$ cat config.mk
export PLATFORM = sky130hd
export DESIGN_NAME = real_matrix_multiply_top
export DESIGN_NICKNAME = d
export VERILOG_FILES = /design/src/design/rmm_pkg.sv /design/src/design/rmm_front.sv /design/src/design/rmm_queue.sv /design/src/design/rmm_back.sv /design/src/design/real_matrix_multiply_top.sv
export SDC_FILE = /design/constraint.sdc
export NUM_CORES = 2
export LEC_CHECK = 0
export BUFFER_PORTS_ARGS = -buffer_cell sky130_fd_sc_hd__buf_2
export CORE_MARGIN = 2
export CORE_UTILIZATION = 40
export DETAILED_ROUTE_END_ITERATION = 8
export HOLD_SLACK_MARGIN = 0.03
export SYNTH_ARGS = -nofsm -noshare
export SYNTH_HDL_FRONTEND = slang
export SYNTH_SLANG_ARGS = --single-unit
$ cat constraint.sdc
create_clock -name clk -period 6.6 [get_ports clk]
set_input_delay 0.66 -clock clk [delete_from_list [all_inputs] [get_ports clk]]
set_output_delay 0.66 -clock clk [all_outputs]
set_load 0.01 [all_outputs]
$ cat src/design/rmm_pkg.sv
// ----------------------------------------------------------------------------
// rmm_pkg
// Shared codes and constants of the matrix multiply block.
// ----------------------------------------------------------------------------
package rmm_pkg;

  localparam int CFG_W       = 4;
  localparam int CFG_INDEX_W = 2;

  localparam logic [CFG_INDEX_W-1:0] CFG_ROWS_A    = 2'd0;
  localparam logic [CFG_INDEX_W-1:0] CFG_INNER_DIM = 2'd1;
  localparam logic [CFG_INDEX_W-1:0] CFG_COLS_B    = 2'd2;

  localparam int QUEUE_DEPTH = 4;
  localparam int QUEUE_PTR_W = $clog2(QUEUE_DEPTH);

  typedef enum logic [1:0] {
    FUNC_WRITE_A  = 2'd0,
    FUNC_WRITE_B  = 2'd1,
    FUNC_MULTIPLY = 2'd2
  } func_t;

endpackage

$ cat src/design/rmm_front.sv
// ----------------------------------------------------------------------------
// rmm_front
// Accepts input transactions, drops unused codes and out-of-store writes,
// and pushes the rest into the command queue.
// ----------------------------------------------------------------------------
module rmm_front #(
  parameter int ADDR_W      = 6,
  parameter int DATA_WIDTH  = 16,
  parameter int STORE_DEPTH = 64
) (
  input  logic                         item_valid,
  output logic                         item_stall,
  input  logic [1:0]                   func,
  input  logic [ADDR_W-1:0]            index,
  input  logic signed [DATA_WIDTH-1:0] value,
  input  logic                         queue_full,
  output logic                         push,
  output rmm_pkg::func_t               push_op,
  output logic [ADDR_W-1:0]            push_index,
  output logic signed [DATA_WIDTH-1:0] push_value
);

  logic in_range;
  logic keep;

  assign in_range = (32'(index) < 32'(STORE_DEPTH));

  always_comb begin
    keep    = 1'b0;
    push_op = rmm_pkg::FUNC_MULTIPLY;
    case (func)
      rmm_pkg::FUNC_WRITE_A: begin
        keep    = in_range;
        push_op = rmm_pkg::FUNC_WRITE_A;
      end
      rmm_pkg::FUNC_WRITE_B: begin
        keep    = in_range;
        push_op = rmm_pkg::FUNC_WRITE_B;
      end
      rmm_pkg::FUNC_MULTIPLY: begin
        keep    = 1'b1;
        push_op = rmm_pkg::FUNC_MULTIPLY;
      end
      default: begin
        keep    = 1'b0;
        push_op = rmm_pkg::FUNC_MULTIPLY;
      end
    endcase
  end

  assign item_stall = queue_full;
  assign push       = item_valid && !queue_full && keep;
  assign push_index = index;
  assign push_value = value;

endmodule

$ cat src/design/rmm_queue.sv
// ----------------------------------------------------------------------------
// rmm_queue
// Short command queue between the front and the multiply engine.
// ----------------------------------------------------------------------------
module rmm_queue #(
  parameter int ADDR_W     = 6,
  parameter int DATA_WIDTH = 16
) (
  input  logic                         clk,
  input  logic                         rst,
  input  logic                         push,
  input  rmm_pkg::func_t               push_op,
  input  logic [ADDR_W-1:0]            push_index,
  input  logic signed [DATA_WIDTH-1:0] push_value,
  output logic                         full,
  input  logic                         pop,
  output logic                         empty,
  output rmm_pkg::func_t               head_op,
  output logic [ADDR_W-1:0]            head_index,
  output logic signed [DATA_WIDTH-1:0] head_value
);

  localparam int DEPTH = rmm_pkg::QUEUE_DEPTH;
  localparam int PTR_W = rmm_pkg::QUEUE_PTR_W;

  rmm_pkg::func_t              op_mem    [DEPTH];
  logic [ADDR_W-1:0]           index_mem [DEPTH];
  logic signed [DATA_WIDTH-1:0] value_mem [DEPTH];

  logic [PTR_W-1:0] wr_ptr;
  logic [PTR_W-1:0] rd_ptr;
  logic [PTR_W:0]   count;
  logic             do_push;
  logic             do_pop;

  assign full    = (count == (PTR_W+1)'(DEPTH));
  assign empty   = (count == '0);
  assign do_push = push && !full;
  assign do_pop  = pop && !empty;

  always_ff @(posedge clk) begin
    if (rst) begin
      wr_ptr <= '0;
      rd_ptr <= '0;
      count  <= '0;
    end else begin
      if (do_push) begin
        wr_ptr <= wr_ptr + 1'b1;
      end
      if (do_pop) begin
        rd_ptr <= rd_ptr + 1'b1;
      end
      if (do_push && !do_pop) begin
        count <= count + 1'b1;
      end else if (do_pop && !do_push) begin
        count <= count - 1'b1;
      end
    end
  end

  always_ff @(posedge clk) begin
    if (do_push) begin
      op_mem[wr_ptr]    <= push_op;
      index_mem[wr_ptr] <= push_index;
      value_mem[wr_ptr] <= push_value;
    end
  end

  assign head_op    = op_mem[rd_ptr];
  assign head_index = index_mem[rd_ptr];
  assign head_value = value_mem[rd_ptr];

endmodule

$ cat src/design/rmm_back.sv
// ----------------------------------------------------------------------------
// rmm_back
// Element stores, dimension registers and the multiply-accumulate walk that
// emits the product in row-major order through an output register.
// ----------------------------------------------------------------------------
module rmm_back #(
  parameter int MAX_DIM    = 8,
  parameter int DATA_WIDTH = 16,
  parameter int ADDR_W     = 6,
  parameter int IDX_W      = 3,
  parameter int PROD_W     = 35
) (
  input  logic                              clk,
  input  logic                              rst,
  input  logic                              cfg_valid,
  output logic                              cfg_ready,
  input  logic [rmm_pkg::CFG_INDEX_W-1:0]   cfg_index,
  input  logic [rmm_pkg::CFG_W-1:0]         cfg_data,
  input  logic                              empty,
  output logic                              pop,
  input  rmm_pkg::func_t                    head_op,
  input  logic [ADDR_W-1:0]                 head_index,
  input  logic signed [DATA_WIDTH-1:0]      head_value,
  output logic                              result_valid,
  input  logic                              result_stall,
  output logic signed [PROD_W-1:0]          product,
  output logic [IDX_W-1:0]                  row,
  output logic [IDX_W-1:0]                  col,
  output logic                              last
);

  localparam int STORE_DEPTH = MAX_DIM * MAX_DIM;

  typedef enum logic [2:0] {
    ST_IDLE  = 3'b001,
    ST_RUN   = 3'b010,
    ST_DRAIN = 3'b100
  } state_t;

  state_t state;

  logic [rmm_pkg::CFG_W-1:0] rows_a;
  logic [rmm_pkg::CFG_W-1:0] inner_dim;
  logic [rmm_pkg::CFG_W-1:0] cols_b;

  logic signed [DATA_WIDTH-1:0] mem_a [STORE_DEPTH];
  logic signed [DATA_WIDTH-1:0] mem_b [STORE_DEPTH];

  logic [IDX_W-1:0]  i;
  logic [IDX_W-1:0]  j;
  logic [IDX_W-1:0]  z;
  logic [IDX_W-1:0]  m_last;
  logic [IDX_W-1:0]  k_last;
  logic [IDX_W-1:0]  n_last;
  logic [ADDR_W-1:0] k_step;
  logic [ADDR_W-1:0] n_step;
  logic [ADDR_W-1:0] a_base;
  logic [ADDR_W-1:0] a_ptr;
  logic [ADDR_W-1:0] b_ptr;

  logic                           rd_valid;
  logic                           mul_valid;
  logic signed [DATA_WIDTH-1:0]   a_q;
  logic signed [DATA_WIDTH-1:0]   b_q;
  logic signed [2*DATA_WIDTH-1:0] prod_q;
  logic signed [PROD_W-1:0]       acc;

  logic issue;
  logic drained;
  logic out_free;
  logic load;
  logic last_elem;
  logic start;

  function automatic int clamp_dim(logic [rmm_pkg::CFG_W-1:0] r);
    int d;
    d = int'(r);
    if (d == 0) begin
      d = 1;
    end else if (d > MAX_DIM) begin
      d = MAX_DIM;
    end
    return d;
  endfunction

  assign cfg_ready = 1'b1;
  assign out_free  = !result_valid || !result_stall;
  assign issue     = (state == ST_RUN);
  assign drained   = !rd_valid && !mul_valid;
  assign last_elem = (i == m_last) && (j == n_last);
  assign load      = (state == ST_DRAIN) && drained && out_free;
  assign pop       = (state == ST_IDLE) && !empty;
  assign start     = pop && (head_op == rmm_pkg::FUNC_MULTIPLY);

  // control and walk counters
  always_ff @(posedge clk) begin
    if (rst) begin
      state        <= ST_IDLE;
      rows_a       <= rmm_pkg::CFG_W'(1);
      inner_dim    <= rmm_pkg::CFG_W'(1);
      cols_b       <= rmm_pkg::CFG_W'(1);
      rd_valid     <= 1'b0;
      mul_valid    <= 1'b0;
      result_valid <= 1'b0;
      acc          <= '0;
    end else begin
      if (cfg_valid) begin
        case (cfg_index)
          rmm_pkg::CFG_ROWS_A:    rows_a    <= cfg_data;
          rmm_pkg::CFG_INNER_DIM: inner_dim <= cfg_data;
          rmm_pkg::CFG_COLS_B:    cols_b    <= cfg_data;
          default: begin
          end
        endcase
      end

      rd_valid  <= issue;
      mul_valid <= rd_valid;

      if (load) begin
        acc <= '0;
      end else if (mul_valid) begin
        acc <= acc + PROD_W'(prod_q);
      end

      if (result_valid && !result_stall) begin
        result_valid <= 1'b0;
      end
      if (load) begin
        result_valid <= 1'b1;
      end

      case (state)
        ST_IDLE: begin
          if (start) begin
            state  <= ST_RUN;
            i      <= '0;
            j      <= '0;
            z      <= '0;
            a_base <= '0;
            a_ptr  <= '0;
            b_ptr  <= '0;
            m_last <= IDX_W'(clamp_dim(rows_a) - 1);
            k_last <= IDX_W'(clamp_dim(inner_dim) - 1);
            n_last <= IDX_W'(clamp_dim(cols_b) - 1);
            k_step <= ADDR_W'(clamp_dim(inner_dim));
            n_step <= ADDR_W'(clamp_dim(cols_b));
          end
        end
        ST_RUN: begin
          z     <= z + 1'b1;
          a_ptr <= a_ptr + 1'b1;
          b_ptr <= b_ptr + n_step;
          if (z == k_last) begin
            state <= ST_DRAIN;
          end
        end
        ST_DRAIN: begin
          if (load) begin
            z <= '0;
            if (last_elem) begin
              state <= ST_IDLE;
            end else begin
              state <= ST_RUN;
              if (j == n_last) begin
                j      <= '0;
                i      <= i + 1'b1;
                a_base <= a_base + k_step;
                a_ptr  <= a_base + k_step;
                b_ptr  <= '0;
              end else begin
                j     <= j + 1'b1;
                a_ptr <= a_base;
                b_ptr <= ADDR_W'(j + 1'b1);
              end
            end
          end
        end
        default: state <= ST_IDLE;
      endcase
    end
  end

  // element stores and datapath
  always_ff @(posedge clk) begin
    if (pop && (head_op == rmm_pkg::FUNC_WRITE_A)) begin
      mem_a[head_index] <= head_value;
    end
    if (pop && (head_op == rmm_pkg::FUNC_WRITE_B)) begin
      mem_b[head_index] <= head_value;
    end
    if (issue) begin
      a_q <= mem_a[a_ptr];
      b_q <= mem_b[b_ptr];
    end
    if (rd_valid) begin
      prod_q <= a_q * b_q;
    end
    if (load) begin
      product <= acc;
      row     <= i;
      col     <= j;
      last    <= last_elem;
    end
  end

  a_pipe_in_walk: assert property (@(posedge clk) disable iff (rst)
    (rd_valid || mul_valid) |-> (state == ST_RUN || state == ST_DRAIN))
    else $error("multiply pipeline busy outside a walk");

  a_acc_clear: assert property (@(posedge clk) disable iff (rst)
    (state == ST_RUN && z == '0 && !rd_valid && !mul_valid) |-> (acc == '0))
    else $error("accumulator not clear at start of element");

  a_last_ends: assert property (@(posedge clk) disable iff (rst)
    (load && last_elem) |=> (state == ST_IDLE && result_valid && last))
    else $error("final element did not end the walk");

  a_next_elem: assert property (@(posedge clk) disable iff (rst)
    (load && !last_elem) |=> (state == ST_RUN && !last))
    else $error("walk did not continue after a non-final element");

endmodule

$ cat src/design/real_matrix_multiply_top.sv
// ----------------------------------------------------------------------------
// real_matrix_multiply_top
// Matrix multiply of signed fixed-point elements, A (rows_a x inner_dim)
// times B (inner_dim x cols_b), both held row-major in on-chip stores.
// Write transactions (func 0 for A, 1 for B) load one element each and are
// taken one per cycle while the queue has room; they pass through a
// four-entry command queue, so they may keep arriving while a multiply is
// still emitting. A multiply transaction (func 2) emits all rows_a*cols_b
// product elements in row-major order, each with its row, column and a last
// flag on the final one. One multiply-accumulate unit walks the stores
// through a single read port per store, and the walk waits while the output
// stalls. Func 3 and writes beyond the store are accepted and dropped.
// Dimension registers read as 1 when 0 and as MAX_DIM when larger; the user
// must write them only while the block is idle, which the block itself does
// not enforce. Elements read before they were written are undefined.
// ----------------------------------------------------------------------------
module real_matrix_multiply_top #(
  parameter int MAX_DIM    = 8,
  parameter int DATA_WIDTH = 16
) (
  input  logic                                   clk,
  input  logic                                   rst,
  input  logic                                   cfg_valid,
  output logic                                   cfg_ready,
  input  logic [rmm_pkg::CFG_INDEX_W-1:0]        cfg_index,
  input  logic [rmm_pkg::CFG_W-1:0]              cfg_data,
  input  logic                                   item_valid,
  output logic                                   item_stall,
  input  logic [1:0]                             func,
  input  logic [((MAX_DIM*MAX_DIM > 1) ? $clog2(MAX_DIM*MAX_DIM) : 1)-1:0] index,
  input  logic signed [DATA_WIDTH-1:0]           value,
  output logic                                   result_valid,
  input  logic                                   result_stall,
  output logic signed [2*DATA_WIDTH+$clog2(MAX_DIM)-1:0] product,
  output logic [((MAX_DIM > 1) ? $clog2(MAX_DIM) : 1)-1:0] row,
  output logic [((MAX_DIM > 1) ? $clog2(MAX_DIM) : 1)-1:0] col,
  output logic                                   last
);

  localparam int STORE_DEPTH = MAX_DIM * MAX_DIM;
  localparam int ADDR_W      = (STORE_DEPTH > 1) ? $clog2(STORE_DEPTH) : 1;
  localparam int IDX_W       = (MAX_DIM > 1) ? $clog2(MAX_DIM) : 1;
  localparam int PROD_W      = 2 * DATA_WIDTH + $clog2(MAX_DIM);

  logic                         push;
  rmm_pkg::func_t               push_op;
  logic [ADDR_W-1:0]            push_index;
  logic signed [DATA_WIDTH-1:0] push_value;
  logic                         queue_full;
  logic                         queue_empty;
  logic                         pop;
  rmm_pkg::func_t               head_op;
  logic [ADDR_W-1:0]            head_index;
  logic signed [DATA_WIDTH-1:0] head_value;

  rmm_front #(
    .ADDR_W      (ADDR_W),
    .DATA_WIDTH  (DATA_WIDTH),
    .STORE_DEPTH (STORE_DEPTH)
  ) u_front (
    .item_valid (item_valid),
    .item_stall (item_stall),
    .func       (func),
    .index      (index),
    .value      (value),
    .queue_full (queue_full),
    .push       (push),
    .push_op    (push_op),
    .push_index (push_index),
    .push_value (push_value)
  );

  rmm_queue #(
    .ADDR_W     (ADDR_W),
    .DATA_WIDTH (DATA_WIDTH)
  ) u_queue (
    .clk        (clk),
    .rst        (rst),
    .push       (push),
    .push_op    (push_op),
    .push_index (push_index),
    .push_value (push_value),
    .full       (queue_full),
    .pop        (pop),
    .empty      (queue_empty),
    .head_op    (head_op),
    .head_index (head_index),
    .head_value (head_value)
  );

  rmm_back #(
    .MAX_DIM    (MAX_DIM),
    .DATA_WIDTH (DATA_WIDTH),
    .ADDR_W     (ADDR_W),
    .IDX_W      (IDX_W),
    .PROD_W     (PROD_W)
  ) u_back (
    .clk          (clk),
    .rst          (rst),
    .cfg_valid    (cfg_valid),
    .cfg_ready    (cfg_ready),
    .cfg_index    (cfg_index),
    .cfg_data     (cfg_data),
    .empty        (queue_empty),
    .pop          (pop),
    .head_op      (head_op),
    .head_index   (head_index),
    .head_value   (head_value),
    .result_valid (result_valid),
    .result_stall (result_stall),
    .product      (product),
    .row          (row),
    .col          (col),
    .last         (last)
  );

endmodule

-- Word level (Yosys, flattened, before mapping)
Memory sizes are Yosys's and may differ from the RTL's. A register that Yosys moved wholly into a read port is not among the register bits.
Cells that the tools add are included.
- memories: 5
- output and inout bits: 45
- ROM bits: 0
- register bits: 182
- logic and storage cells: 175
- latch bits: 0
- memory bits (writable): 2144
- bits of input ports: 35
- multipliers: 1
- eq/ne operators: 18
- reductions and logical operators: 46
- shift operators: 0
- bitwise operators: 1
- div/mod/pow operators: 0
- order comparisons: 3
- add/sub/neg operators: 15
- multiplexer cells: 59
- memory list (memory ; depth ; width ; rd ports ; clocked after Yosys merged registers in ; wr ports ; line ; RTL):
    u_back.mem_a ; 64 ; 16 ; 1 ; 1 ; 1 ; rmm_back.sv:46 ; logic signed [DATA_WIDTH-1:0] mem_a [STORE_DEPTH];
    u_back.mem_b ; 64 ; 16 ; 1 ; 1 ; 1 ; rmm_back.sv:47 ; logic signed [DATA_WIDTH-1:0] mem_b [STORE_DEPTH];
    u_queue.value_mem ; 4 ; 16 ; 1 ; 1 ; 1 ; rmm_queue.sv:28 ; logic signed [DATA_WIDTH-1:0] value_mem [DEPTH];
    u_queue.index_mem ; 4 ; 6 ; 1 ; 1 ; 1 ; rmm_queue.sv:27 ; logic [ADDR_W-1:0] index_mem [DEPTH];
    u_queue.op_mem ; 4 ; 2 ; 1 ; 1 ; 1 ; rmm_queue.sv:26 ; rmm_pkg::func_t op_mem [DEPTH];
- operators with widths (cell ; number):
    $mux W3 ; 24
    $mux W6 ; 7
    $pmux W6 S3 ; 2
    $add A35 B32 Y35 ; 1
    $mul A16 B16 Y32 ; 1
    $pmux W3 S3 ; 2
    $mux W4 ; 4
    $logic_and A1 B1 Y1 ; 15
    $mux W2 ; 7
    $add A3 B1 Y3 const B ; 4
    $add A6 B6 Y6 ; 2
    $gt A4 B4 Y1 const B ; 3
    $logic_not A4 Y1 ; 3
    $pmux W3 S2 ; 2
    $pmux W6 S2 ; 1
    $reduce_and A5 Y1 ; 2
    $eq A3 B3 Y1 ; 3
    $mux W1 ; 9
    $sub A3 B2 Y3 const B ; 3
    $logic_not A1 Y1 ; 8
    $add A6 B1 Y6 const B ; 1
    $eq A2 B1 Y1 const B ; 3
    $eq A2 B2 Y1 const B ; 3
    $eq A3 B3 Y1 const B ; 2
    20 further kinds ; 31

-- Logic depth before layout (Yosys ltp)
- depth after elaboration: 9
- mapped depth: 25
- depth with buffers taken out: 24

-- Cells and area by module
From an unflattened synthesis, not the netlist that was laid out.
- cell total of the unflattened synthesis: 5566
- area, all modules: 101798.9 µm²
- modules (own cells, without submodules) (module ; instances ; cells each ; area an instance (µm²) ; seq. area each (µm²)):
    rmm_back ; 1 ; 5365 ; 97622.4 ; 67064.3
    rmm_queue ; 1 ; 174 ; 3977.6 ; 3062.9
    rmm_front ; 1 ; 27 ; 198.9 ; 0.0

-- Least setup slack after synthesis
OpenSTA, ideal clock, no wires.
- path kind: register -> register
- start point: reg u_back.b_q[7] (read register of u_back.mem_b)
- end point: reg u_back.prod_q[30] (data pin)
- path buffers: 1
- path slack: 340 ps
- library setup time: 257 ps
- clock period less this slack: 6260 ps
- stages on the path, launching flop included: 24
- arrival time: 6003 ps
- required time: 6343 ps
- path through: edfxtp_1 clkbuf_1 nand2_1 fa_1 inv_1 fa_1 inv_1 fa_1 inv_1 fa_1 fa_1 inv_1 fa_1 inv_1 ha_1 a21oi_1 o21ai_0 o41ai_4 o41ai_4 a211oi_2 nor2b_2 o41a_1 a211o_1 xor2_1
- word-level cells in the longest chain between the ends: 1
- RTL lines (item ; line ; RTL):
    start: declaration ; rmm_back.sv:64 ; logic signed [DATA_WIDTH-1:0] b_q;
    $mul A16 B16 Y32 ; rmm_back.sv:197 ; prod_q <= a_q * b_q;
    end signal: assignment ; rmm_back.sv:197 ;
    end: declaration ; rmm_back.sv:65 ; logic signed [2*DATA_WIDTH-1:0] prod_q;
Every way passes these cells.
A chain may end at the register's enable or synchronous reset.

-- Worst setup path after layout
- start point: reg u_back.b_q[2] (read register of u_back.mem_b)
- end point: reg u_back.prod_q[30] (data pin)
Same word-level chain as after synthesis.

==> results.txt <==
In this run the power spent charging and discharging nets is 18.8 mW. Traced cell by cell, the critical path runs through and2_1 -> fa_1 -> inv_1 -> fa_1 -> inv_1 -> fa_1 -> fa_1 -> fa_1 -> inv_1 -> fa_1 -> inv_1 -> ha_2 -> nand2_1 -> o21ai_2 -> o41ai_4 -> o41ai_4 -> a211oi_2 -> nor2b_2 -> o41a_1 -> a211o_1 -> xor2_1. VDD sags by at most 0.725 mV. The share of the clock period used by the worst path after layout works out to 0.967. TritonCTS built the clock tree. The run gives 0.190 as the global routing usage summed across all routing layers. The type of destination of the critical path was a flop. STA puts the critical path data arrival time at 6.94 ns. The total congestion overflow after global routing is 0. From synthesis to final layout, the design area changed by 13.6%. The via density per instance is 5.48, and the total power density per cell area is 467 nW/um^2. After detailed routing, the average wire length per cell comes to 26.1 um.

By area the synthesized netlist is led by edfxtp_1 68%, mux4_2 11%, fa_1 5.2%. The floorplan step defined a die boundary enclosing 258000 sq um. The internal power of the cells totals 35.1 mW. The iteration-0 DRC count of the detailed router came out at 5463.

After floorplanning, the core was divided into 184 placement rows. For the number of warnings printed during yosys synthesis, the log shows 0. The HPWL after detailed placement is 151000 um. The die span in x was 508 um. Counting every instance in the synthesized netlist gives 5534. The cell area that synthesis handed to floorplanning was 101000 sq um. The switching share of power came out at 0.349.

Summed over all instances, the cell type with the most area after synthesis is edfxtp_1. The clock passes through at most 3 buffers. From bottom edge to top edge, the die measures 508 um. During I/O placement, the number of pins put on the boundary was 80.

Detailed routing inserted a total of 51592 vias. For the initial standard-cell utilization of the core, the log shows 0.403. Static timing analysis puts the maximum clock frequency at 0.157 GHz. The wire length after detailed routing came out at 246000 um.

The path class of the lowest-slack min-delay path is primary input to flop. The final worst clock skew came out at 0.0927 ns. Hold is met by 0.103 ns.

The DRC violation count after routing came out at 0. At the later pin of the worst-skew pair, clock insertion delay measures 0.89 ns. The family of cells with the greatest summed delay on the critical path is adder cells. Critical path data required time: 7.16 ns. Total clock buffers created by CTS: 236.

Among all cell types in the netlist, the one instantiated most often is edfxtp_1. The post-synthesis net count is 5971, and the first-pass iteration count of the detailed router is 5. Setup violations remaining at the end of the flow were counted as 0. The master cell of the clock root buffer was clkbuf_16. Max-cap violations in this run came to 0.

The analysis attributes to cell leakage a power of 38.9 nW. After routing the design area is 115000 sq um. The layout net count was 6309; the flip-flop and latch count after synthesis was 2356.

The congestion estimate from routability-driven global placement came to 0.835. In this run the tool buffered the top-level ports with 78 buffer cells. The first global-routing pass estimated 361000 um of wire.

Counting both buffers and inverters, the worst setup path holds a total of 4. Combinational group share of total power: 0.399. A synthesized cell averages 18.3 sq um. For the initial antenna violation count, the log shows 12. The number of distinct standard cells referenced by the synthesized netlist came out at 67. The fraction of layout cells with a size suffix above 1 works out to 0.212. The tools report the area of the core region as 252000 sq um. Once placement finished, the instance area stood at 107000 sq um.

The transition at the pin with the smallest max-transition slack works out to 1.14 ns. In this design, the stage delay of the slowest critical-path cell is 0.54 ns. The portion of synthesized cell area occupied by the leading cell type works out to 0.679. Largest net degree at the start of global routing: 132.

The count of nets left with antenna violations once routing finished came out at 0. In this design, the critical path's most frequently occurring cell is fa_1. The H-tree was split into 4 levels. The synthesized design contains 2294 enable-type register cells.

For the normalized max-slew margin, the log shows 0.237. The class of the most critical setup path was flop to flop. The register area share after synthesis was 0.691; the largest driver fanout on the critical path was 7. After clock tree synthesis, the clock-pin slew on the worst setup and hold paths is 0.06 ns.

For this design, the sink count on the clock tree is 2356. The post-synthesis async set-or-reset flop share works out to 0. The flow ran to the end, and the final reports show no timing, DRC or antenna violations.

The via count of the first global-routing pass is 51963. The main flop type after synthesis was edfxtp_1. The smallest clock period supported by the final layout is computed as 6.38 ns.

The final core area utilization is 0.458, and the part of the power in registers is 0.357. The commonest cells after synthesis are 2294 x edfxtp_1, 504 x mux4_2, 339 x inv_1, 266 x fa_1, 255 x nand2_1. The fraction of power consumed by the clock network was 0.244. The run gives 0 as the number of failing hold endpoints at the final stage. The worst setup path is launched from a flop.

The cell with the biggest individual delay on the critical path was fa_1. Final count of pins violating max slew: 0.
## state kept, by name, indices dropped and copies added (netlist names), 4 cells and up, named ones only
signal and count:
u_back.prod_q 32, u_back.mem_b 1024, u_back.cols_b 4, u_back.a_base 6
u_back.b_ptr 6, u_back.acc 35, u_back.product 35, u_back.b_q 16
u_back.n_step 4, u_back.a_q 16, u_queue.index_mem 24, u_back.inner_dim 4
u_queue.value_mem 64, u_back.k_step 4, u_back.rows_a 4, u_queue.op_mem 8
u_back.a_ptr 6, u_back.mem_a 1024
## final timing paths
path,to,slack (ns),from,depth (start not counted)
max,u_back.prod_q[30],0.22,u_back.b_q[2],21
min,u_back.cols_b[1],0.10,cfg_data[1],3
max reg2reg,u_back.prod_q[30],0.22,u_back.b_q[2],21
min reg2reg,u_back.product[34],0.45,u_back.acc[34],0
## cell type report
type,instances,area [sq um]
antenna,6,15.0
clock buffer,304,6330
clock inverter,125,1330
fill,21482,137000
inverter,339,1270
multi-input combinational,2578,29200
sequential,2356,70100
tap,3348,4190
timing repair buffer,361,2800
## tightest hold or removal path, stage by stage
cell,delay (ns)
buf_2,0.13
mux2i_1,0.07
nor2_1,0.07
## through the flow
| step | total power, mW | setup WS, ns | cells | TNS [ns] |
|---|---|---|---|---|
| finish | 53.9 | 0.220 | 9417 | 0 |
| global route | 57.1 | -0.0147 | 9414 | -0.0262 |
| CTS | 54.1 | 0.0779 | 9409 | 0 |
| detailed placement | 40.9 | 0.0961 | 8954 | 0 |
| global placement | 40.5 | 0.106 | 8954 | 0 |
| floorplan | 34.0 | 0.340 | 5534 | 0 |
## cell families (layout without fill, tap and decap cells)
group,count (synthesis),count (layout),synth area share
multiplexers,795,795,0.141
XOR/XNOR,96,96,0.00828
AO/OA/AOI/OAI,523,523,0.0326
flip-flops,2356,2356,0.691
other,1,7,0.0000369
adder cells (fa/ha/maj),402,402,0.0692
AND/OR/NAND/NOR,761,761,0.0347
buffers and inverters,600,1129,0.0228
## layer usage
metal  up-vias  GRT usage  part of all wire
li1      22171          -                 -
met1     27314      0.291              0.46
met2      1768      0.284              0.45
met3       337     0.0296             0.067
met4         2     0.0466             0.022
met5         -          0          0.000053
## placed cells by master (no fill, tap or decap), types with 33 or more instances in the layout
master / Yosys / layout
o21ai_0: 99 / 98
nor2_1: 249 / 225
nand2_1: 255 / 254
o221ai_1: 65 / 65
and2_1: 123 / 122
dfxtp_1: 62 / 60
a21oi_1: 191 / 189
xnor2_1: 55 / 55
buf_2: 49 / 78
mux2_2: 64 / 64
buf_4: 1 / 239
mux4_2: 504 / 488
o22ai_1: 72 / 72
inv_1: 339 / 339
clkbuf_1: 187 / 54
clkinv_1: 0 / 50
edfxtp_1: 2294 / 2294
ha_1: 136 / 134
clkinv_2: 0 / 33
mux2i_1: 227 / 227
clkbuf_16: 0 / 239
fa_1: 266 / 266
xor2_1: 41 / 41
## power groups by stage
stage          Clock (mW)  Sequential, mW  Combinational (mW)
6_report             13.1            19.2                21.5
5_1_grt              14.0            19.3                23.8
4_1_cts              13.4            19.2                21.5
3_5_place_dp            0            19.6                21.4
3_3_place_gp            0            19.5                21.0
2_1_floorplan           0            19.5                14.6
## timing repair
action,4_1_cts,5_1_grt
setup endpoints to repair,0,6
gates resized for setup,0,14
hold buffers,26,0
buffers inserted,0,2
endpoints found under the hold margin,95,0
Power figures use the tool's default switching activity.
